[src/design/slrf_pkg.sv]
// slrf_pkg: shared constants, types and field widths for the sliding-lag
// period refinement block. Depends on nothing; every other file imports it.
`timescale 1ns / 1ps
`default_nettype none

package slrf_pkg;

    // window and lag geometry
    localparam int WIN_SAMPLES = 128;
    localparam int ADDR_W      = $clog2(WIN_SAMPLES);
    localparam int LOAD_W      = ADDR_W + 1;
    localparam int LAG_SPREAD  = 4;
    localparam int LAG_COUNT   = 2 * LAG_SPREAD + 1;
    localparam int LIDX_W      = $clog2(LAG_COUNT);
    localparam int NUM_POS     = WIN_SAMPLES / 2;
    localparam int POS_W       = $clog2(NUM_POS);
    localparam int SUB_W       = POS_W;
    localparam int LEN_W       = POS_W;
    localparam int IP_W        = 8;

    // field widths
    localparam int SMP_W   = 16;
    localparam int PER_W   = 16;
    localparam int SQ_W    = 2 * SMP_W;
    localparam int DSQ_W   = 2 * SMP_W + 1;
    localparam int SUM_W   = 40;
    localparam int SCORE_W = 18;

    // range check on the coarse period (Q8.8)
    localparam int PER_MIN  = LAG_SPREAD * 256;
    localparam int PER_MAX8 = (3 * WIN_SAMPLES - 8 * LAG_SPREAD) * 256;

    // score and offset arithmetic
    localparam int SCORE_ONE  = 65536;
    localparam int Q_SAT      = 131072;
    localparam int SCORE_FRAC = 16;
    localparam int SCORE_BITS = 18;
    localparam int OFS_BITS   = 9;
    localparam int Q_W        = 18;
    localparam int DIV_W      = 58;
    localparam int DCNT_W     = 5;

    // running sums of one lag
    typedef struct packed {
        logic [SUM_W-1:0] left;
        logic [SUM_W-1:0] right;
        logic [SUM_W-1:0] diff;
    } lag_sums_t;

    // request to the shared divider
    typedef struct packed {
        logic              start;
        logic [DCNT_W-1:0] nbits;
        logic [DIV_W-1:0]  num;
        logic [DIV_W-1:0]  den;
    } div_req_t;

endpackage

`default_nettype wire

[src/design/slrf_div.sv]
// slrf_div: restoring divider, one quotient bit per cycle, shared by the
// lag scores and the parabolic offset. Depends on slrf_pkg.
`timescale 1ns / 1ps
`default_nettype none

module slrf_div (
    input  wire logic             clk,
    input  wire logic             rst_n,
    input  wire slrf_pkg::div_req_t req,
    output logic                  busy,
    output logic [slrf_pkg::Q_W-1:0] quot
);
    import slrf_pkg::*;

    logic [DIV_W-1:0]  rem_reg;
    logic [DIV_W-1:0]  den_reg;
    logic [DCNT_W-1:0] cnt_reg;
    logic [Q_W-1:0]    q_reg;
    logic              busy_reg;
    logic              ge;

    assign ge = rem_reg >= den_reg;

    // control: busy from a start until the counter loaded with nbits runs down
    always_ff @(posedge clk or negedge rst_n)
    begin
        if (!rst_n)
        begin
            busy_reg <= 1'b0;
            cnt_reg  <= '0;
        end
        else if (req.start)
        begin
            busy_reg <= 1'b1;
            cnt_reg  <= req.nbits;
        end
        else if (busy_reg)
        begin
            cnt_reg <= cnt_reg - DCNT_W'(1);
            if (cnt_reg == DCNT_W'(1))
            begin
                busy_reg <= 1'b0;
            end
        end
    end

    // datapath: compare, subtract, shift the divisor down
    always_ff @(posedge clk)
    begin
        if (req.start)
        begin
            rem_reg <= req.num;
            den_reg <= req.den;
            q_reg   <= '0;
        end
        else if (busy_reg)
        begin
            if (ge)
            begin
                rem_reg <= rem_reg - den_reg;
            end
            q_reg   <= {q_reg[Q_W-2:0], ge};
            den_reg <= den_reg >> 1;
        end
    end

    assign busy = busy_reg;
    assign quot = q_reg;

endmodule

`default_nettype wire

[config.mk]
export PLATFORM = sky130hd
export DESIGN_NAME = slrf_div
export DESIGN_NICKNAME = d
export VERILOG_FILES = /design/src/design/slrf_pkg.sv /design/src/design/slrf_div.sv
export SDC_FILE = /design/constraint.sdc
export NUM_CORES = 1
export LEC_CHECK = 0
export ABC_AREA = 1
export BUFFER_PORTS_ARGS = -buffer_cell sky130_fd_sc_hd__buf_2
export CAP_MARGIN = 10
export CORE_AREA = 3 3 171 173
export CTS_BUF_LIST = sky130_fd_sc_hd__clkbuf_8 sky130_fd_sc_hd__clkbuf_16
export DETAILED_ROUTE_END_ITERATION = 12
export DIE_AREA = 0 0 174 176
export GPL_ROUTABILITY_DRIVEN = 1
export GPL_TIMING_DRIVEN = 0
export PLACE_DENSITY_LB_ADDON = 0.15
export SYNTH_ARGS = -nofsm -noshare
export SYNTH_HDL_FRONTEND = slang
export SYNTH_SLANG_ARGS = --single-unit
[constraint.sdc]
create_clock -name clk -period 4.1 [get_ports clk]
set_clock_uncertainty 0.2 [all_clocks]
set_input_delay 1.025 -clock clk [delete_from_list [all_inputs] [get_ports clk]]
set_output_delay 1.025 -clock clk [all_outputs]
set_load 0.02 [all_outputs]
### Word-level counts from Yosys, hierarchy flattened

Index checks and enable logic that the tools add are counted.

| storage, ports and cells | value |
|---|---|
| input port bits | 124 |
| logic and storage cells | 22 |
| RAM bits | 0 |
| latch bits | 0 |
| output and inout port bits | 19 |
| bits in registers | 140 |
| bits in read-only memories | 0 |
| memories kept | 0 |

| operators by class | value |
|---|---|
| bitwise gates (word level) | 0 |
| multiply operators | 0 |
| multiplexer cells | 10 |
| $add $sub $neg | 2 |
| div/mod/pow operators | 0 |
| shift-type cells | 0 |
| reduce and logical (&&, ||, !) cells | 3 |
| equal/unequal tests | 1 |
| magnitude comparators | 1 |

Operator list:

| kind | count |
|---|---|
| $mux W58 | 5 |
| $ge A58 B58 Y1 | 1 |
| $sub A58 B58 Y58 | 1 |
| $mux W5 | 2 |
| $eq A5 B1 Y1 const B | 1 |
| $sub A5 B1 Y5 const B | 1 |
| $reduce_bool A2 Y1 | 2 |
| $mux W1 | 3 |
| $reduce_and A2 Y1 | 1 |

### Longest topological paths before layout

Gate-level depths: netlist (run 1).

| depth | value |
|---|---|
| depth after elaboration | 4 |
| gate-level depth with buffers | 15 |
| gate-level depth less buffers | 15 |

### Worst setup path before layout (run 1)

No wires, ideal clock.

| path | value |
|---|---|
| kind | in2reg |
| start point | input req[121] (netlist bit) |
| end point | register den_reg[0], enable pin |
| data required time | 3.455 ns |
| arrival time | 3.226 ns |
| library setup time | 0.445 ns |
| setup slack | 0.229 ns |
| cell stages on the path | 4 |
| path buffers | 2 |
| cell sequence | buf_2 -> nor2_1 -> clkinv_1 -> clkbuf_1 |

| on the way | value |
|---|---|
| cells in the longest elaborated chain, start to end | 1 |

Ends and longest elaborated chain:

| what | RTL line | RTL |
|---|---|---|
| from (decl) | slrf_div.sv:9 | `input wire slrf_pkg::div_req_t req,` |
| $reduce_bool A2 Y1 (no source line) | - |  |
| to (signal assigned) | slrf_div.sv:53 | `den_reg <= req.den;` |
| to (signal assigned) | slrf_div.sv:63 | `den_reg <= den_reg >> 1;` |
| to (decl) | slrf_div.sv:16 | `logic [DIV_W-1:0] den_reg;` |

No other way between the ends.
A chain may end at the register's enable or synchronous reset.

### Worst setup path after layout (run 1)

| path | value |
|---|---|
| start point | register rem_reg[38] |
| end point | register rem_reg[27], enable pin |

| on the way | value |
|---|---|
| cells in the longest elaborated chain, start to end | 3 |

Ends and longest elaborated chain:

| what | RTL line | RTL |
|---|---|---|
| from (decl) | slrf_div.sv:15 | `logic [DIV_W-1:0] rem_reg;` |
| from (signal assigned) | slrf_div.sv:52 | `rem_reg <= req.num;` |
| from (signal assigned) | slrf_div.sv:60 | `rem_reg <= rem_reg - den_reg;` |
| $ge A58 B58 Y1 | slrf_div.sv:22 | `assign ge = rem_reg >= den_reg;` |
| $reduce_bool A2 Y1 (no source line) | - |  |
| $reduce_and A2 Y1 (no source line) | - |  |

No other way between the ends.

==> results.yml, run 1 <==
yosys:
  synth-async-reset-ratio: 0.0429
  ys_seq_area_frac: 0.360
  synthesis.nets: 1894
  ys_types: 40
  synth_edf_count: 116
  netlist_area_um2: 11100
  synth_top_area_frac: 0.314
  ys_seq_elements: 140
  syn_area_per_cell_um2: 6.49
  synth_top_flop_cell: "edfxtp_1"
  synth.area.top_cells: "edfxtp_1 31%, nand2_1 23%, inv_1 12%, ha_1 6.8%, nor2_1 3.6%"
  yosys.area.top_type: "edfxtp_1"
  yosysWarningCount: 0
  synthCells: 1709
outcome:
  status: "complete, no violations"
drt:
  finalWirelength_um: 36500
  vias_per_cell: 4.74
  drtAntennaViolNets: 0
  drtPass1Iterations: 5
  wire_per_inst_um: 16.2
  drtIter0Drc: 755
  vias: 10700
  route.detailed.drc: 0
clocking:
  post_cts_buffers: 0
  insertion_delay_ns: 0.44
  cts_resized: 0
  cts_sinks: 140
  numCtsBuffers: 17
  htreeDepth: 4
  tritoncts: "done"
  path_clk_slew_ns: 0.08
  root_buffer: "clkbuf_16"
  clk_path_buf_depth: 2
  cts_hold_buf: 0
die:
  fp.dieH_um: 176
  rows: 61
  die_w_um: 174
  core_um2: 27800
  initial_utilization: 0.399
  ios: 143
  dieArea_um2: 30600
timing:
  hold-worst-slack_ns: 0.204
  tightest_slew_ns: 0.988
  setup_violations: 0
  finalHoldViolations: 0
  slew_viol_final: 0
  setup_slack_ns: 0.596
  maxClockFrequency_ghz: 0.285
  slew_headroom: 0.341
  fin_crit_ns: 3.50
  rsz0062_at_grt: "no"
  layout_worst_path_cycle_share: 0.855
critical_path:
  critPathMaxStageDelay_ns: 0.66
  crit_path_cell_trace: "ha_1 > nand2_1 > nor2_1 > inv_1 > nor2_1 > inv_1 > o21bai_1 > a21oi_1 > nand3_1 > nand2_1 > nand2_4"
  cp-start-kind: "flop"
  crit_type: "flop to flop"
  worstPathRequired_ns: 3.96
  slowest_stage: "nand2_4"
  cp-end-kind: "flop"
  path_max_fanout: 58
  cp.arrival_ns: 3.36
finish:
  final_area_um2: 12900
  n_antenna_cell: 0
  layout.nets: 2055
  fin_cells: 2261
  fillers: 3022
  regArea_um2: 3990
  layout-drive-gt1-share: 0.117
  area_growth_pct: 16.4
  multi_input_area_um2: 5610
global_route:
  grt_max_degree: 59
  grt_overflow: 0
  antenna_found_initial: 0
  grt_pass1_vias: 10500
  grtUsageTotal: 0.240
  grt_first_pass_wirelength_um: 56800
power_and_ir_drop:
  power_leakage_nw: 6.97
  vdd_drop_max_uv: 299
  power_density_nw_per_um2: 738
place:
  post-place-ws_ns: 0.266
  dp_hpwl_um: 29600
  io_buffers: 141
  dp.cells: 2229
  gp_congestion: 0.974
  dpl_cell_area_um2: 12300
hold_path:
  worst_hold_path_type: "primary input to async pin"
run:
  max_cap_violations: 0
-- Yosys cell counts (3+ instances only) --
cell type / count
nand3b_1: 4
nand2_2: 7
nand2_1: 669
o21ai_0: 79
edfxtp_1: 116
o21ai_1: 11
xnor2_1: 19
clkbuf_1: 24
a21oi_1: 52
nand4_1: 13
inv_2: 3
or2_2: 8
dfrtp_1: 6
nor3_1: 9
nor2_2: 12
nand3_1: 79
inv_1: 364
o211ai_1: 3
clkinv_1: 3
buf_2: 4
nor2_1: 107
dfxtp_1: 18
ha_1: 60
o22ai_1: 15
-- where the power goes --
group | internal [mW] | leakage (nW) | switching [mW]
registers | 2.10 | 1.45 | 0.126
logic | 1.77 | 5.22 | 3.88
clock network | 0.907 | 0.298 | 0.751
total | 4.78 | 6.97 | 4.76
-- worst paths after layout --
path                       slack, ns  cells past startpoint                endpoint                   from
min in group clk                0.26                      2   quot[17]$_SDFFE_PP0P_  quot[17]$_SDFFE_PP0P_
setup / recovery                0.60                     11   rem_reg[27]$_DFFE_PP_  rem_reg[38]$_DFFE_PP_
hold reg to reg                 0.26                      2   quot[17]$_SDFFE_PP0P_  quot[17]$_SDFFE_PP0P_
max in group asynchronous       3.35                      1          busy$_DFF_PN0_                  rst_n
hold / removal                  0.20                      1  cnt_reg[0]$_DFFE_PN0P_                  rst_n
setup reg to reg                0.60                     11   rem_reg[27]$_DFFE_PP_  rem_reg[38]$_DFFE_PP_
-- metrics by stage --
step / setup TNS [ns] / total power [mW] / util
2_1_floorplan: 0 / 6.23 / -
3_3_place_gp: -147.20 / 7.79 / 0.442
3_5_place_dp: 0 / 7.83 / 0.443
4_1_cts: 0 / 9.52 / 0.465
5_1_grt: 0 / 10.4 / 0.465
6_report: 0 / 9.54 / 0.465
-- area by class of cell --
type	count	area share
clock inverters	14	0.0124
well taps	378	0.0366
flip-flops and latches	140	0.309
plain buffers	29	0.00911
multi-input cells	1170	0.434
inverters	370	0.108
clock buffers	18	0.0349
repair buffers	142	0.0562
-- critical path: cells and delay by family (launching register included) --
family / cells / cell delay [ns]
AND/OR/NAND/NOR: 6 / 1.45
AO/OA/AOI/OAI: 2 / 0.52
flip-flops: 1 / 0.38
adder cells (fa/ha/maj): 1 / 0.38
buffers and inverters: 2 / 0.16
-- placed cells by master, fill, tap and decap left out, drive strengths merged, types with 6 or more instances in the layout --
master | synthesis | final
nand2 | 676 | 676
inv | 367 | 377
buf | 5 | 147
nor2 | 120 | 120
edfxtp | 116 | 116
o21ai | 90 | 90
nand3 | 81 | 81
ha | 60 | 60
a21oi | 52 | 52
clkbuf | 24 | 42
xnor2 | 19 | 19
dfxtp | 18 | 18
o22ai | 15 | 15
nand4 | 13 | 13
nor3 | 13 | 13
or2 | 8 | 8
dfrtp | 6 | 6
nand3b | 6 | 6
-- layer usage --
metal  wire length, um  global-route usage  vias to the layer above
met5                 0                   0                        -
met4               803              0.0670                        0
met3              2020              0.0361                       43
met2             15700               0.381                      280
met1             18000               0.340                     4786
li1                  -                   -                     5601
-- cells by family after synthesis --
| kind of cell | synth area share |
|---|---|
| fa+ha+maj | 0.0695 |
| simple gates | 0.341 |
| xor+xnor | 0.0158 |
| buf+inv | 0.135 |
| compound gates | 0.0788 |
| flops | 0.360 |
Power figures use the tool's default switching activity.
==> inputs of run 2 (changes only) <==
--- a/config.mk
+++ b/config.mk
@@ -8,13 +8,15 @@
 export ABC_AREA = 1
 export BUFFER_PORTS_ARGS = -buffer_cell sky130_fd_sc_hd__buf_2
 export CAP_MARGIN = 10
-export CORE_AREA = 3 3 171 173
+export CORE_AREA = 2 2 170 172
 export CTS_BUF_LIST = sky130_fd_sc_hd__clkbuf_8 sky130_fd_sc_hd__clkbuf_16
+export CTS_CLUSTER_SIZE = 24
 export DETAILED_ROUTE_END_ITERATION = 12
-export DIE_AREA = 0 0 174 176
+export DIE_AREA = 0 0 172 174
 export GPL_ROUTABILITY_DRIVEN = 1
 export GPL_TIMING_DRIVEN = 0
 export PLACE_DENSITY_LB_ADDON = 0.15
+export SETUP_SLACK_MARGIN = 0.05
 export SYNTH_ARGS = -nofsm -noshare
 export SYNTH_HDL_FRONTEND = slang
 export SYNTH_SLANG_ARGS = --single-unit
==> run 2 against run 1 <==
Effect of this change:
- sequential power barely moved
- worst setup slack improved by 0.071 ns
- first-iteration DRC count fell by 7.9%
- die area fell by 2.3%
- largest power group unchanged
==> results.yml, run 2 (same netlist as run 1, synthesis figures left out) <==
critical_path:
  path_max_fanout: 58
  r2r_cells: 11
  crit_start: "den_reg[0]$_DFFE_PP_"
  worstPathRequired_ns: 3.98
  regToRegEndpoint: "rem_reg[32]$_DFFE_PP_"
  r2r_setup_slack_ns: 0.67
  crit_type: "flop to flop"
  cp-end-kind: "flop"
  r2r-start: "den_reg[0]$_DFFE_PP_"
  critPathCapture: "rem_reg[32]$_DFFE_PP_"
  cp.arrival_ns: 3.32
  cp-start-kind: "flop"
place:
  dpl_cell_area_um2: 12300
  io_buffers: 141
  gp_congestion: 0.971
  dp_hpwl_um: 29500
  post-place-ws_ns: 0.302
power_and_ir_drop:
  power.switching_mw: 4.75
  vdd_drop_max_uv: 322
  p_int_mw: 4.73
  p_sw_frac: 0.501
  sequentialPowerShare: 0.235
  power_density_nw_per_um2: 735
  power_leakage_nw: 6.95
  clock_power_share: 0.165
  p_comb_frac: 0.600
global_route:
  grt_first_pass_wirelength_um: 56100
  gr-usage-met1: 0.358
  grt_pass1_vias: 10300
  grt_overflow: 0
  grtUsageMet3: 0.0428
  antenna_found_initial: 0
  grtUsageMet2: 0.387
  grtUsageTotal: 0.250
  grt_max_degree: 59
  top_usage_layer: "met2"
drt:
  vias_per_cell: 4.72
  wire_per_inst_um: 16.0
  drtAntennaViolNets: 0
  vias: 10700
  drtIter0Drc: 695
  finalWirelength_um: 36300
  route.detailed.drc: 0
  drtPass1Iterations: 5
finish:
  final_area_um2: 12900
  n_antenna_cell: 0
  layout.nets: 2055
  area_growth_pct: 16.2
  final_common_cell: "nand2_1"
  mostFrequentLayoutCells: "668 x nand2_1, 365 x inv_1, 145 x buf_2, 116 x edfxtp_1, 107 x nor2_1"
  layout-drive-gt1-share: 0.116
  fin_util: 0.457
timing:
  slew_headroom: 0.328
  finalHoldViolations: 0
  setup_slack_ns: 0.667
  tightest_slew_ns: 1.01
  maxClockFrequency_ghz: 0.291
  slew_viol_final: 0
  setup_violations: 0
  layout_worst_path_cycle_share: 0.837
  fin_crit_ns: 3.43
  rsz0062_at_grt: "no"
  hold-worst-slack_ns: 0.178
clocking:
  htreeDepth: 4
  numCtsBuffers: 17
  cts_sinks: 140
  tritoncts: "done"
  insertion_delay_ns: 0.46
  cts_hold_buf: 0
  root_buffer: "clkbuf_16"
  clk_path_buf_depth: 2
  post_cts_buffers: 0
  cts_resized: 0
  path_clk_slew_ns: 0.07
die:
  fp.dieH_um: 174
  initial_utilization: 0.393
  dieArea_um2: 29900
  rows: 62
  ios: 143
  die_w_um: 172
  core_um2: 28200
hold_path:
  worst_hold_path_type: "primary input to async pin"
run:
  max_cap_violations: 0
outcome:
  status: "complete, no violations"
==> run 2: changes by cell type in the layout (fill, tap and decap cells not counted) <==
cell        delta
clkbuf_16      -1
clkinv_4       +2
clkinv_8       -1
clkinvlp_4     +1
inv_1          +1
inv_6          -2
==> run 2: critical path, stage by stage (launching register included) <==
cell and delay [ns]:
edfxtp_1 0.37, ha_1 0.23, fa_1 0.37, inv_1 0.15
nand3_1 0.10, nand3_1 0.21, nand3_1 0.10, nand2_1 0.24
nand3_1 0.15, nand3_1 0.16, nand2_1 0.10, nand2_4 0.62
==> run 2: power by group through the flow <==
stage / registers (mW) / clock network, mW / logic [mW]
floorplan: 2.25 / 0 / 3.98
global placement: 2.27 / 0 / 5.60
detailed placement: 2.26 / 0 / 5.62
CTS: 2.24 / 1.59 / 5.65
global route: 2.27 / 1.65 / 6.41
finish: 2.23 / 1.56 / 5.69
==> run 2: layer usage <==
metal,up-vias,part of all wire
li1,5604,-
met1,4819,0.50
met2,246,0.43
met3,35,0.046
met4,0,0.017
met5,-,0
==> run 2: area by class of cell <==
class                   count  area, um2
fillers                  3058      15300
multi-input cells        1170       5610
flip-flops and latches    140       3990
inverters                 370       1390
repair buffers            142        726
well taps                 384        480
clock buffers              17        425
clock inverters            15        155
plain buffers              29        118
==> run 2: per-stage QoR <==
step,power (mW),TNS [ns],cells
6_report,9.48,0,2267
3_3_place_gp,7.86,-144.18,2234
3_5_place_dp,7.88,0,2235
4_1_cts,9.48,0,2267
2_1_floorplan,6.23,0,1709
5_1_grt,10.3,0,2267
==> run 2: worst min-delay path by stage <==
| stage | from | to | slack [ns] | cells past startpoint |
|---|---|---|---|---|
| 2_1_floorplan | cnt_reg[4]$_DFFE_PN0P_ | cnt_reg[4]$_DFFE_PN0P_ | 0.28 | 2 |
| 4_1_cts | rst_n | cnt_reg[2]$_DFFE_PN0P_ | 0.17 | 1 |
| 3_5_place_dp | quot[0]$_SDFFE_PP0P_ | quot[0]$_SDFFE_PP0P_ | 0.25 | 2 |
| 6_report | rst_n | cnt_reg[2]$_DFFE_PN0P_ | 0.18 | 1 |
| 3_3_place_gp | quot[17]$_SDFFE_PP0P_ | quot[17]$_SDFFE_PP0P_ | 0.24 | 2 |
| 5_1_grt | rst_n | cnt_reg[2]$_DFFE_PN0P_ | 0.17 | 1 |
