File: config.mk
export PLATFORM = sky130hd
export DESIGN_NAME = slrf_cell
export DESIGN_NICKNAME = d
export VERILOG_FILES = /design/src/design/slrf_pkg.sv /design/src/design/slrf_cell.sv
export SDC_FILE = /design/constraint.sdc
export NUM_CORES = 1
export LEC_CHECK = 0
export BUFFER_PORTS_ARGS = -buffer_cell sky130_fd_sc_hd__buf_4
export CORE_ASPECT_RATIO = 0.6
export CORE_MARGIN = 2
export CORE_UTILIZATION = 48
export DETAILED_ROUTE_END_ITERATION = 10
export GPL_TIMING_DRIVEN = 0
export PLACE_DENSITY = 0.85
export SLEW_MARGIN = 20
export SYNTH_ARGS = -nofsm -noshare
export SYNTH_HDL_FRONTEND = slang
export SYNTH_SLANG_ARGS = --single-unit
File: constraint.sdc
create_clock -name clk -period 1.32 [get_ports clk]
set_clock_uncertainty 0.2 [all_clocks]
set_input_delay 0.132 -clock clk [delete_from_list [all_inputs] [get_ports clk]]
set_output_delay 0.132 -clock clk [all_outputs]
set_load 0.01 [all_outputs]
File: src/design/slrf_pkg.sv
// slrf_pkg: shared constants, types and field widths for the sliding-lag
// period refinement block. Depends on nothing; every other file imports it.
`timescale 1ns / 1ps
`default_nettype none

package slrf_pkg;

    // window and lag geometry
    localparam int WIN_SAMPLES = 128;
    localparam int ADDR_W      = $clog2(WIN_SAMPLES);
    localparam int LOAD_W      = ADDR_W + 1;
    localparam int LAG_SPREAD  = 4;
    localparam int LAG_COUNT   = 2 * LAG_SPREAD + 1;
    localparam int LIDX_W      = $clog2(LAG_COUNT);
    localparam int NUM_POS     = WIN_SAMPLES / 2;
    localparam int POS_W       = $clog2(NUM_POS);
    localparam int SUB_W       = POS_W;
    localparam int LEN_W       = POS_W;
    localparam int IP_W        = 8;

    // field widths
    localparam int SMP_W   = 16;
    localparam int PER_W   = 16;
    localparam int SQ_W    = 2 * SMP_W;
    localparam int DSQ_W   = 2 * SMP_W + 1;
    localparam int SUM_W   = 40;
    localparam int SCORE_W = 18;

    // range check on the coarse period (Q8.8)
    localparam int PER_MIN  = LAG_SPREAD * 256;
    localparam int PER_MAX8 = (3 * WIN_SAMPLES - 8 * LAG_SPREAD) * 256;

    // score and offset arithmetic
    localparam int SCORE_ONE  = 65536;
    localparam int Q_SAT      = 131072;
    localparam int SCORE_FRAC = 16;
    localparam int SCORE_BITS = 18;
    localparam int OFS_BITS   = 9;
    localparam int Q_W        = 18;
    localparam int DIV_W      = 58;
    localparam int DCNT_W     = 5;

    // running sums of one lag
    typedef struct packed {
        logic [SUM_W-1:0] left;
        logic [SUM_W-1:0] right;
        logic [SUM_W-1:0] diff;
    } lag_sums_t;

    // request to the shared divider
    typedef struct packed {
        logic              start;
        logic [DCNT_W-1:0] nbits;
        logic [DIV_W-1:0]  num;
        logic [DIV_W-1:0]  den;
    } div_req_t;

endpackage

`default_nettype wire

File: src/design/slrf_cell.sv
// slrf_cell: one lag cell of the rotating chain, holding the three running sums.
// Depends on slrf_pkg.
`timescale 1ns / 1ps
`default_nettype none

module slrf_cell (
    input  wire logic              clk,
    input  wire logic              rst_n,
    input  wire logic              shift,
    input  wire slrf_pkg::lag_sums_t sums_in,
    output slrf_pkg::lag_sums_t    sums_out
);
    import slrf_pkg::*;

    lag_sums_t sums_reg;

    // take the neighbor's sums on every rotation step
    always_ff @(posedge clk or negedge rst_n)
    begin
        if (!rst_n)
        begin
            sums_reg <= '0;
        end
        else if (shift)
        begin
            sums_reg <= sums_in;
        end
    end

    assign sums_out = sums_reg;

endmodule

`default_nettype wire

Word level (Yosys, flattened, before mapping):

Index checks and enable logic that the tools add are counted.

* output and inout port bits: 120
* bits in registers: 120
* input bits: 123
* logic and storage cells: 3

Depth between registers and ports, before layout:

Gate-level depths: netlist (run 1).

* word-level depth: 0
* gate-level depth with buffers: 3
* mapped depth without buffers: 1

Least setup slack after synthesis (run 1):

No wires, ideal clock.

* kind: input port to flip-flop
* start point: in shift
* end point: reg sums_reg (netlist bit sums_out[0])
* setup slack: 0.266 ns
* stages: 3
* data arrival time: 0.730 ns
* library setup time: 0.125 ns
* buffers on the path: 2
* data required time: 0.995 ns
* cell sequence: buf_6 buf_6 mux2_2

RTL lines
* from (decl): RTL line slrf_cell.sv:9 `input wire logic shift,`
* to (signal assigned): RTL line slrf_cell.sv:26 `sums_reg <= sums_in;`
* to (decl): RTL line slrf_cell.sv:15 `lag_sums_t sums_reg;`

No word-level cell between the ends.

Worst setup path after layout (run 1):

* start point: reg sums_reg (netlist bit sums_out[35])
* end point: out sums_out[35] (netlist bit)

RTL lines
* to (decl): RTL line slrf_cell.sv:11 `output slrf_pkg::lag_sums_t sums_out`

No word-level cell between the ends.

==> results.sh, run 1 <==
export IMPL_synth_seq_area_share_pct=66.9
export IMPL_synth_top_cell_area_share_pct=66.9
export IMPL_dpl_cell_area_mm2=0.00647
export IMPL_synthFlopType="dfrtp_1"
export IMPL_clock_fmax_mhz=748
export IMPL_drv_slew=0
export IMPL_die_area_mm2=0.0102
export IMPL_fin_hold_ws_ns=0.0677
export IMPL_switching_share_pct=25.6
export IMPL_syn_nets=376
export IMPL_syn_inst=253
export IMPL_dr_first_iter_drc_count=161
export IMPL_max_slew_margin_pct=64.7
export IMPL_syn_area_mm2=0.00449
export IMPL_clkSinkCount=120
export IMPL_critPathLaunchType="flop"
export IMPL_worstSetupStartpoint="sums_out[35]"
export IMPL_htreeDepth=4
export IMPL_ir_worst_vdd_mv=1.22
export IMPL_r2r_slack_ns=0.16
export IMPL_grt_max_degree=64
export IMPL_p_switching_mw=2.73
export IMPL_synth_seq_cells=120
export IMPL_area_growth_pct=83.9
export IMPL_yosys_top_cells_area="dfrtp_1 67%, mux2_2 30%, buf_6 2.8%"
export IMPL_outcome="finished with violations"
export IMPL_synth_common_cells="120 x dfrtp_1, 120 x mux2_2, 11 x buf_6"
export IMPL_synth_edf_count=0
export IMPL_die_h_um=78.9
export IMPL_fin_area_mm2=0.00825
export IMPL_layout_drive_gt1_share_pct=62.4
export IMPL_dp_cells=611
export IMPL_p_int_mw=7.90
export IMPL_cpMaxStageDelayCell="dfrtp_1"
export IMPL_setup_tns_ns=-0.0334
export IMPL_post_place_ws_ns=0.162
export IMPL_hold_violations=0
export IMPL_synth_top_area_cell="dfrtp_1"
export IMPL_p_leak_nw=3.90
export IMPL_rr_startpoint="sums_out[35]"
export IMPL_cts_path_max_buffers=2
export IMPL_cap_violations=0
export IMPL_cts_clk_slew_worst_paths_ns=0.06
export IMPL_r2r_end="sums_out[35]"
export IMPL_cp_top_family="flip-flops"
export IMPL_worstPathCellList="buf_4"
export IMPL_via_per_inst=5.08
export IMPL_worst_ep_arrival_time_ns=1.00
export IMPL_antenna_cells=0
export IMPL_gr_usage_all_layers_pct=31.7
export IMPL_reg2reg_depth=2
export IMPL_ant_nets=0
export IMPL_grt_pass1_wl_um=23600
export IMPL_fill_cells=326
export IMPL_avgSynthCellArea_um2=17.7
export IMPL_combPwrFrac_pct=19.8
export IMPL_path_max_fanout=2
export IMPL_crit_required_ns=0.99
export IMPL_holdCritPathClass="in -> async"
export IMPL_wl_um=16700
export IMPL_finalPower_mw=10.6
export IMPL_clock_latency_ns=0.40
export IMPL_start_util_pct=49.2
export IMPL_finalCritPeriodShare_pct=101
export IMPL_largest_reg_flops=120
export IMPL_slowest_delay_ns=0.42
export IMPL_die_w_um=129
export IMPL_globalplace_congestion=0.773
export IMPL_antenna_found_initial=0
export IMPL_powerDensity_mw_per_mm2=1290
export IMPL_finalNonFillerCells=765
export IMPL_cts_made_buffers=17
export IMPL_critPathKind="reg -> out"
export IMPL_clkPwrFrac_pct=39.6
export IMPL_setup_slack_ns=-0.0167
export IMPL_async_flop_share_pct=100
export IMPL_yosysWarnings=0
export IMPL_final_core_util_pct=90.5
export IMPL_dp_hpwl_um=8560
export IMPL_cts_root_buffer="clkbuf_16"
export IMPL_cp_endpoint="sums_out[35]"
export IMPL_vias=3887
export IMPL_drc=0
export IMPL_placementRows=27
export IMPL_crit_cells=1
export IMPL_avgRoutedWirePerCell_um=21.9
export IMPL_core_area_mm2=0.00912
export IMPL_cts_tree="yes"
export IMPL_cp_buffers_inverters=1
export IMPL_cp_end_kind="output port"
export IMPL_nets=760
export IMPL_grt_pass1_vias=4236
export IMPL_worstMarginPinSlew_ns=0.529
export IMPL_io_buffers=241
export IMPL_pin_count=243
export IMPL_violations="setup timing"
export IMPL_synth_cell_types=4
export IMPL_min_period_ns=1.34
export IMPL_setup_viol=2
export IMPL_seqPwrFrac_pct=40.6
export IMPL_drt_pass1_iterations=5
export IMPL_overflow=0
[power groups by stage]
stage | sequential (mW) | clock [mW] | combinational (mW)
detailed placement | 4.32 | 0 | 1.70
CTS | 4.26 | 4.15 | 2.00
global route | 4.35 | 4.41 | 2.20
floorplan | 4.47 | 0 | 0.468
global placement | 4.29 | 0 | 1.64
finish | 4.32 | 4.21 | 2.10
[worst min path at each step]
stage / start / end / cells past startpoint
3_5_place_dp: rst_n / sums_out[51] / 1
3_3_place_gp: sums_in[13] / sums_out[13] / 2
5_1_grt: shift / sums_out[85] / 3
4_1_cts: shift / sums_out[105] / 3
2_1_floorplan: rst_n / sums_out[0] / 0
6_report: rst_n / sums_out[58] / 2
[logic make-up after synthesis]
family / count (synthesis) / synth area share [%]
buffers and inverters: 13 / 2.98
DFF: 120 / 66.9
muxes: 120 / 30.1
[layout make-up]
class	count	area, um^2	area share (%)
sequential	120	3000	36.4
tap	116	145	1.76
multi-input combinational	120	1350	16.4
timing repair buffer	365	3080	37.4
clock buffer	23	488	5.91
buffer	13	134	1.62
clock inverter	8	47.5	0.576
[per-layer routing]
| metal | vias up | track usage [%] | wire length, um |
|---|---|---|---|
| li1 | 1668 | - | - |
| met1 | 1964 | 35.2 | 6040 |
| met2 | 208 | 58.1 | 9030 |
| met3 | 47 | 8.83 | 1160 |
| met4 | 0 | 12.6 | 513 |
| met5 | - | 0 | 0 |
[cells in the final DEF, fill, tap and decap left out]
| cell | instances |
|---|---|
| buf_4 | 238 |
| dlygate4sd3_1 | 122 |
| mux2_2 | 120 |
| dfrtp_1 | 120 |
| clkbuf_16 | 17 |
| buf_6 | 14 |
| clkinv_2 | 5 |
| clkbuf_8 | 5 |
| clkinvlp_4 | 3 |
| buf_2 | 2 |
| clkbuf_1 | 2 |
| buf_16 | 1 |
[repair_timing]
| action | CTS | global route |
|---|---|---|
| hold endpoints to repair | 192 | 0 |
| buffers inserted | 0 | 1 |
| hold buffers | 122 | 0 |
| resized for setup | 0 | 4 |
| setup endpoints to repair | 0 | 22 |
Note: power is estimated with default switching activity, not from simulation.
==> run 2: changes to the inputs <==
--- a/config.mk
+++ b/config.mk
@@ -8,10 +8,11 @@
 export BUFFER_PORTS_ARGS = -buffer_cell sky130_fd_sc_hd__buf_4
 export CORE_ASPECT_RATIO = 0.6
 export CORE_MARGIN = 2
-export CORE_UTILIZATION = 48
+export CORE_UTILIZATION = 50
+export CTS_BUF_LIST = sky130_fd_sc_hd__clkbuf_2 sky130_fd_sc_hd__clkbuf_4 sky130_fd_sc_hd__clkbuf_8
 export DETAILED_ROUTE_END_ITERATION = 10
 export GPL_TIMING_DRIVEN = 0
-export PLACE_DENSITY = 0.85
+export PLACE_DENSITY = 0.88
 export SLEW_MARGIN = 20
 export SYNTH_ARGS = -nofsm -noshare
 export SYNTH_HDL_FRONTEND = slang
==> run 2 against run 1 <==
  * Synthesized cell count stayed put
  * The run now fails in global routing (5_1_grt)
  * Area after synthesis unchanged
==> results.sh, run 2 <==
export IMPL_outcome="stopped before the end"
export IMPL_failing_step="global routing (5_1_grt)"
export IMPL_error="[ERROR DPL-0038] Utilization greater than 100%, impossible to legalize"
export IMPL_synth_edf_count=0
export IMPL_yosysWarnings=0
export IMPL_htreeDepth=4
export IMPL_start_util_pct=52.1
export IMPL_synthFlopType="dfrtp_1"
export IMPL_worst_endpoint="sums_out[114]"
export IMPL_synth_top_area_cell="dfrtp_1"
export IMPL_cts_root_buffer="clkbuf_8"
export IMPL_syn_area_mm2=0.00449
export IMPL_grt_max_degree=63
export IMPL_dp_hpwl_um=8580
export IMPL_io_buffers=241
export IMPL_synth_cell_types=4
export IMPL_synth_common_cells="120 x dfrtp_1, 120 x mux2_2, 11 x buf_6"
export IMPL_pin_count=243
export IMPL_syn_nets=376
export IMPL_synth_top_cell_area_share_pct=66.9
export IMPL_cts_made_buffers=17
export IMPL_synth_seq_cells=120
export IMPL_yosys_top_cells_area="dfrtp_1 67%, mux2_2 30%, buf_6 2.8%"
export IMPL_async_flop_share_pct=100
export IMPL_avgSynthCellArea_um2=17.7
export IMPL_synth_seq_area_share_pct=66.9
export IMPL_globalplace_congestion=0.768
export IMPL_worst_ep_kind="top-level output"
export IMPL_placementRows=26
export IMPL_syn_inst=253
export IMPL_clkSinkCount=120
export IMPL_cts_path_max_buffers=2
export IMPL_die_h_um=77.4
export IMPL_die_w_um=126
-- run 2: cell families after synthesis --
family                 after synthesis  share of synthesized area, %
muxes                              120                          30.1
buffers and inverters               13                          2.98
DFF                                120                          66.9
-- run 2: per-stage QoR --
stage / setup WS (ns) / cell area, um^2 / TNS, ns / hold WS, ns / std cells
after floorplan: 0.266 / 4490 / 0 / -0.364 / 253
after CTS: -0.0114 / 8050 / -0.0114 / 0.0228 / 760
after detailed placement: 0.165 / 6470 / 0 / -0.0477 / 607
after global placement: -0.348 / 6440 / -40.54 / 0.165 / 606
-- run 2: timing repair --
| action | CTS |
|---|---|
| hold buffers | 122 |
| setup buffers | 1 |
| pin swaps | 0 |
| setup endpoints to repair | 3 |
| gates cloned | 0 |
| resized for setup | 2 |
| hold endpoints to repair | 240 |
==> run 3: changes to the inputs <==
==> config.mk (replaced) <==
export PLATFORM = sky130hd
export DESIGN_NAME = slrf_cell
export DESIGN_NICKNAME = d
export VERILOG_FILES = /design/src/design/slrf_pkg.sv /design/src/design/slrf_cell.sv
export SDC_FILE = /design/constraint.sdc
export NUM_CORES = 1
export LEC_CHECK = 0
export BUFFER_PORTS_ARGS = -buffer_cell sky130_fd_sc_hd__buf_4
export CORE_MARGIN = 2
export CORE_UTILIZATION = 40
export DETAILED_ROUTE_END_ITERATION = 10
export GPL_TIMING_DRIVEN = 0
export PLACE_DENSITY_LB_ADDON = 0.15
export SLEW_MARGIN = 20
export SYNTH_ARGS = -nofsm -noshare
export SYNTH_HDL_FRONTEND = slang
export SYNTH_SLANG_ARGS = --single-unit
==> run 3 against run 2 <==
  * The flow now finishes, with violations (hold timing, setup timing)
==> results.sh, run 3 (synthesis gave the netlist of run 1 again) <==
export IMPL_finalNonFillerCells=821
export IMPL_max_slew_margin_pct=61.4
export IMPL_finalPower_mw=11.4
export IMPL_worstPathCellList="buf_6"
export IMPL_grt_max_degree=62
export IMPL_violations="hold timing, setup timing"
export IMPL_grt_pass1_vias=4296
export IMPL_min_period_ns=1.42
export IMPL_final_cell_mix="152 x buf_4, 132 x buf_6, 122 x dlygate4sd3_1"
export IMPL_avgRoutedWirePerCell_um=17.6
export IMPL_dr_first_iter_drc_count=105
export IMPL_layout_drive_gt1_share_pct=64.3
export IMPL_finalCritPeriodShare_pct=107
export IMPL_fill_cells=527
export IMPL_pin_count=243
export IMPL_setup_slack_ns=-0.0962
export IMPL_gr_usage_all_layers_pct=24.3
export IMPL_crit_required_ns=0.99
export IMPL_powerDensity_mw_per_mm2=1260
export IMPL_setup_viol=120
export IMPL_cts_made_buffers=17
export IMPL_die_area_mm2=0.0121
export IMPL_ant_nets=0
export IMPL_antenna_cells=0
export IMPL_cts_clk_slew_worst_paths_ns=0.06
export IMPL_r2r_slack_ns=0.09
export IMPL_core_area_mm2=0.0109
export IMPL_clock_fmax_mhz=706
export IMPL_overflow=0
export IMPL_vias=3796
export IMPL_start_util_pct=41.2
export IMPL_path_max_fanout=2
export IMPL_via_per_inst=4.62
export IMPL_drc=0
export IMPL_cts_hold_buf=122
export IMPL_clkSinkCount=120
export IMPL_die_w_um=110
export IMPL_clock_latency_ns=0.51
export IMPL_cts_root_buffer="clkbuf_8"
export IMPL_drt_pass1_iterations=4
export IMPL_rr_startpoint="sums_out[98]"
export IMPL_cap_violations=0
export IMPL_fin_hold_ws_ns=-0.0492
export IMPL_largest_reg_flops=120
export IMPL_holdCritPathClass="in -> async"
export IMPL_die_h_um=110
export IMPL_ir_worst_vdd_mv=0.921
export IMPL_fin_area_mm2=0.00902
export IMPL_wl_um=14500
export IMPL_htreeDepth=4
export IMPL_dp_hpwl_um=8420
export IMPL_critPathKind="reg -> out"
export IMPL_io_buffers=241
export IMPL_p_leak_nw=4.22
export IMPL_hold_violations=35
export IMPL_grt_pass1_wl_um=21300
export IMPL_rsz0062_at_grt="yes"
export IMPL_dpl_cell_area_mm2=0.00650
export IMPL_worstMarginPinSlew_ns=0.579
export IMPL_reg2reg_depth=3
export IMPL_cp_top_family="flip-flops"
export IMPL_globalplace_congestion=0.718
export IMPL_placementRows=38
export IMPL_area_growth_pct=101
export IMPL_dp_cells=635
export IMPL_nets=791
export IMPL_cts_path_max_buffers=2
export IMPL_cpMaxStageDelayCell="dfrtp_1"
export IMPL_final_common_cell="buf_4"
export IMPL_antenna_found_initial=0
export IMPL_outcome="finished with violations"
export IMPL_cts_tree="yes"
export IMPL_drv_slew=0
export IMPL_r2r_end="sums_out[98]"
export IMPL_worst_ep_arrival_time_ns=1.08
export IMPL_cp_buffers_inverters=1
export IMPL_cp_end_kind="output port"
export IMPL_slowest_delay_ns=0.42
export IMPL_critPathLaunchType="flop"
run 3: stage by stage:
| step | TNS (ns) | hold slack [ns] | utilization [%] | worst slack [ns] |
|---|---|---|---|---|
| after floorplan | 0 | -0.364 | - | 0.266 |
| after detailed placement | 0 | -0.0492 | 59.7 | 0.142 |
| after global placement | -46.71 | 0.164 | 59.4 | -0.396 |
| after CTS | -7.57 | -0.0301 | 81.9 | -0.0977 |
| after global routing | -10.24 | -0.00222 | 82.9 | -0.137 |
| final | -5.02 | -0.0492 | 82.9 | -0.0962 |
run 3: timing repair:
item,in CTS,in global routing
gates resized for setup,120,0
hold endpoints to repair,240,6
buffers inserted,18,14
endpoints found under the setup margin,120,120
pin swaps,0,0
run 3: cell type report:
cell class / count / area (um^2) / share of cell area, %
plain buffers: 13 / 134 / 1.48
clock buffers: 21 / 459 / 5.09
clock inverters: 11 / 146 / 1.62
multi-input cells: 120 / 1350 / 15.0
flip-flops and latches: 120 / 3000 / 33.3
well taps: 140 / 175 / 1.94
repair buffers: 396 / 3750 / 41.6
run 3: worst max path at each step:
| stage | start | end | cells past startpoint |
|---|---|---|---|
| finish | sums_out[35] | sums_out[35] | 1 |
| global route | sums_out[35] | sums_out[35] | 1 |
| CTS | sums_out[31] | sums_out[31] | 1 |
| detailed placement | shift | sums_out[3] | 3 |
| global placement | rst_n | sums_out[68] | 1 |
| floorplan | shift | sums_out[0] | 3 |
run 3: where the power goes:
part | switching [mW] | total [mW] | internal, mW
clock network | 1.63 | 4.65 | 3.02
registers | 0.276 | 4.33 | 4.05
logic | 0.797 | 2.40 | 1.60
total | 2.70 | 11.4 | 8.67
run 3: routing by layer:
metal | vias to the layer above | wire, um | track usage (%)
met2 | 168 | 7760 | 44.0
met4 | 0 | 495 | 13.1
met5 | - | 0 | 0
li1 | 1732 | - | -
met1 | 1863 | 5010 | 23.9
met3 | 33 | 1210 | 8.71
==> run 4: changes to the inputs <==
--- a/config.mk
+++ b/config.mk
@@ -8,6 +8,7 @@
 export BUFFER_PORTS_ARGS = -buffer_cell sky130_fd_sc_hd__buf_4
 export CORE_MARGIN = 2
 export CORE_UTILIZATION = 40
+export CTS_BUF_LIST = sky130_fd_sc_hd__clkbuf_8
 export DETAILED_ROUTE_END_ITERATION = 10
 export GPL_TIMING_DRIVEN = 0
 export PLACE_DENSITY_LB_ADDON = 0.15
==> run 4 against run 3 <==
  * The run now ends clean
  * Total power is 12% lower
  * Critical path depth stayed put
  * Register-to-register slack worse by 0.02 ns
  * Largest cell class unchanged
  * Die area stayed put
  * Worst hold slack better by 0.086 ns
==> results.sh, run 4 (synthesis gave the netlist of run 1 again) <==
export IMPL_cts_tree="yes"
export IMPL_grt_pass1_vias=4048
export IMPL_die_area_mm2=0.0121
export IMPL_htreeDepth=4
export IMPL_reg2reg_depth=3
export IMPL_min_period_ns=1.30
export IMPL_die_w_um=110
export IMPL_fin_area_mm2=0.00868
export IMPL_io_buffers=241
export IMPL_worst_ep_arrival_time_ns=0.97
export IMPL_gr_usage_all_layers_pct=21.9
export IMPL_placementRows=38
export IMPL_antenna_cells=0
export IMPL_final_core_util_pct=79.7
export IMPL_via_per_inst=4.59
export IMPL_max_slew_margin_pct=62.1
export IMPL_worstPathCellList="buf_6"
export IMPL_finalNonFillerCells=809
export IMPL_hold_violations=0
export IMPL_p_int_mw=7.58
export IMPL_setup_viol=0
export IMPL_rsz0062_at_grt="yes"
export IMPL_wl_um=13600
export IMPL_grt_max_degree=62
export IMPL_cts_made_buffers=17
export IMPL_final_common_cell="buf_4"
export IMPL_critPathKind="reg -> out"
export IMPL_largest_reg_flops=120
export IMPL_dpl_cell_area_mm2=0.00650
export IMPL_rr_startpoint="sums_out[31]"
export IMPL_grt_pass1_wl_um=19500
export IMPL_cp_end_kind="output port"
export IMPL_cts_root_buffer="clkbuf_8"
export IMPL_globalplace_congestion=0.718
export IMPL_ant_nets=0
export IMPL_holdCritPathClass="in -> async"
export IMPL_ir_worst_vdd_mv=0.862
export IMPL_clock_fmax_mhz=767
export IMPL_critPathLaunchType="flop"
export IMPL_die_h_um=110
export IMPL_post_place_ws_ns=0.142
export IMPL_r2r_end="sums_out[31]"
export IMPL_area_growth_pct=93.4
export IMPL_core_area_mm2=0.0109
export IMPL_setup_slack_ns=0.0159
export IMPL_powerDensity_mw_per_mm2=1160
export IMPL_clkSinkCount=120
export IMPL_layout_drive_gt1_share_pct=63.7
export IMPL_crit_required_ns=0.99
export IMPL_cpMaxStageDelayCell="dfrtp_1"
export IMPL_start_util_pct=41.2
export IMPL_fill_cells=570
export IMPL_drv_slew=0
export IMPL_finalPower_mw=10.0
export IMPL_antenna_found_initial=0
export IMPL_worstMarginPinSlew_ns=0.569
export IMPL_vias=3710
export IMPL_dp_cells=635
export IMPL_dr_first_iter_drc_count=75
export IMPL_switching_share_pct=24.6
export IMPL_p_switching_mw=2.47
export IMPL_drt_pass1_iterations=4
export IMPL_path_max_fanout=2
export IMPL_finalCritPeriodShare_pct=98.8
export IMPL_pin_count=243
export IMPL_cts_clk_slew_worst_paths_ns=0.07
export IMPL_nets=779
export IMPL_outcome="finished, final reports clean"
export IMPL_cp_buffers_inverters=1
export IMPL_combPwrFrac_pct=22.8
export IMPL_cap_violations=0
export IMPL_r2r_slack_ns=0.07
export IMPL_p_leak_nw=4.06
export IMPL_cts_path_max_buffers=2
export IMPL_drc=0
export IMPL_slowest_delay_ns=0.41
export IMPL_clkPwrFrac_pct=34.3
export IMPL_avgRoutedWirePerCell_um=16.8
export IMPL_overflow=0
export IMPL_dp_hpwl_um=8420
export IMPL_seqPwrFrac_pct=42.9
export IMPL_cp_top_family="flip-flops"
export IMPL_final_cell_mix="159 x buf_4, 122 x dlygate4sd3_1, 120 x mux2_2, 120 x dfrtp_1, 113 x buf_6"
export IMPL_clock_latency_ns=0.42
run 4: cell count changes in the layout (fill, tap and decap cells not counted):
cell,before,now
buf_6,132,113
clkbuf_16,16,0
clkbuf_8,4,20
buf_4,152,159
clkbuf_1,1,0
inv_1,0,1
run 4: area by class of cell:
type | instances | area [um^2] | area share, %
Timing Repair Buffer | 384 | 3590 | 41.4
Sequential cell | 120 | 3000 | 34.6
Multi-Input combinational cell | 120 | 1350 | 15.6
Clock buffer | 20 | 275 | 3.17
Tap cell | 140 | 175 | 2.02
Clock inverter | 12 | 150 | 1.73
Buffer | 13 | 134 | 1.54
run 4: worst max path at each step:
stage / from / end / slack (ns) / cells after the start
global placement: rst_n / sums_out[68] / -0.40 / 1
floorplan: shift / sums_out[0] / 0.27 / 3
detailed placement: shift / sums_out[3] / 0.14 / 3
finish: sums_out[18] / sums_out[18] / 0.02 / 1
CTS: sums_out[31] / sums_out[31] / -0.02 / 1
global route: sums_out[19] / sums_out[19] / -0.02 / 1
run 4: metrics by stage:
step	TNS (ns)	hold slack (ns)
5_1_grt	-0.483	0.0315
3_3_place_gp	-46.71	0.164
4_1_cts	-0.0243	0.0189
2_1_floorplan	0	-0.364
6_report	0	0.0365
3_5_place_dp	0	-0.0492
run 4: per-layer routing:
metal / global-route usage (%) / up-vias / wire, um
met5: 0 / - / 0
met4: 10.8 / 0 / 544
met3: 8.48 / 39 / 1260
met2: 40.4 / 175 / 7190
met1: 20.9 / 1797 / 4610
li1: - / 1699 / -
run 4: what timing repair did:
action                                  CTS  global route
resized for setup                        13            88
hold buffers                            122             0
pin swaps                                 0             0
buffers inserted                          5            15
endpoints found under the hold margin   240             0
endpoints found under the setup margin   17            99
run 4: power groups by stage:
| stage | registers, mW | logic, mW | clock network, mW |
|---|---|---|---|
| 2_1_floorplan | 4.47 | 0.468 | 0 |
| 3_3_place_gp | 4.28 | 1.65 | 0 |
| 3_5_place_dp | 4.31 | 1.70 | 0 |
| 4_1_cts | 4.24 | 2.05 | 3.54 |
| 5_1_grt | 4.35 | 2.43 | 3.70 |
| 6_report | 4.31 | 2.29 | 3.45 |
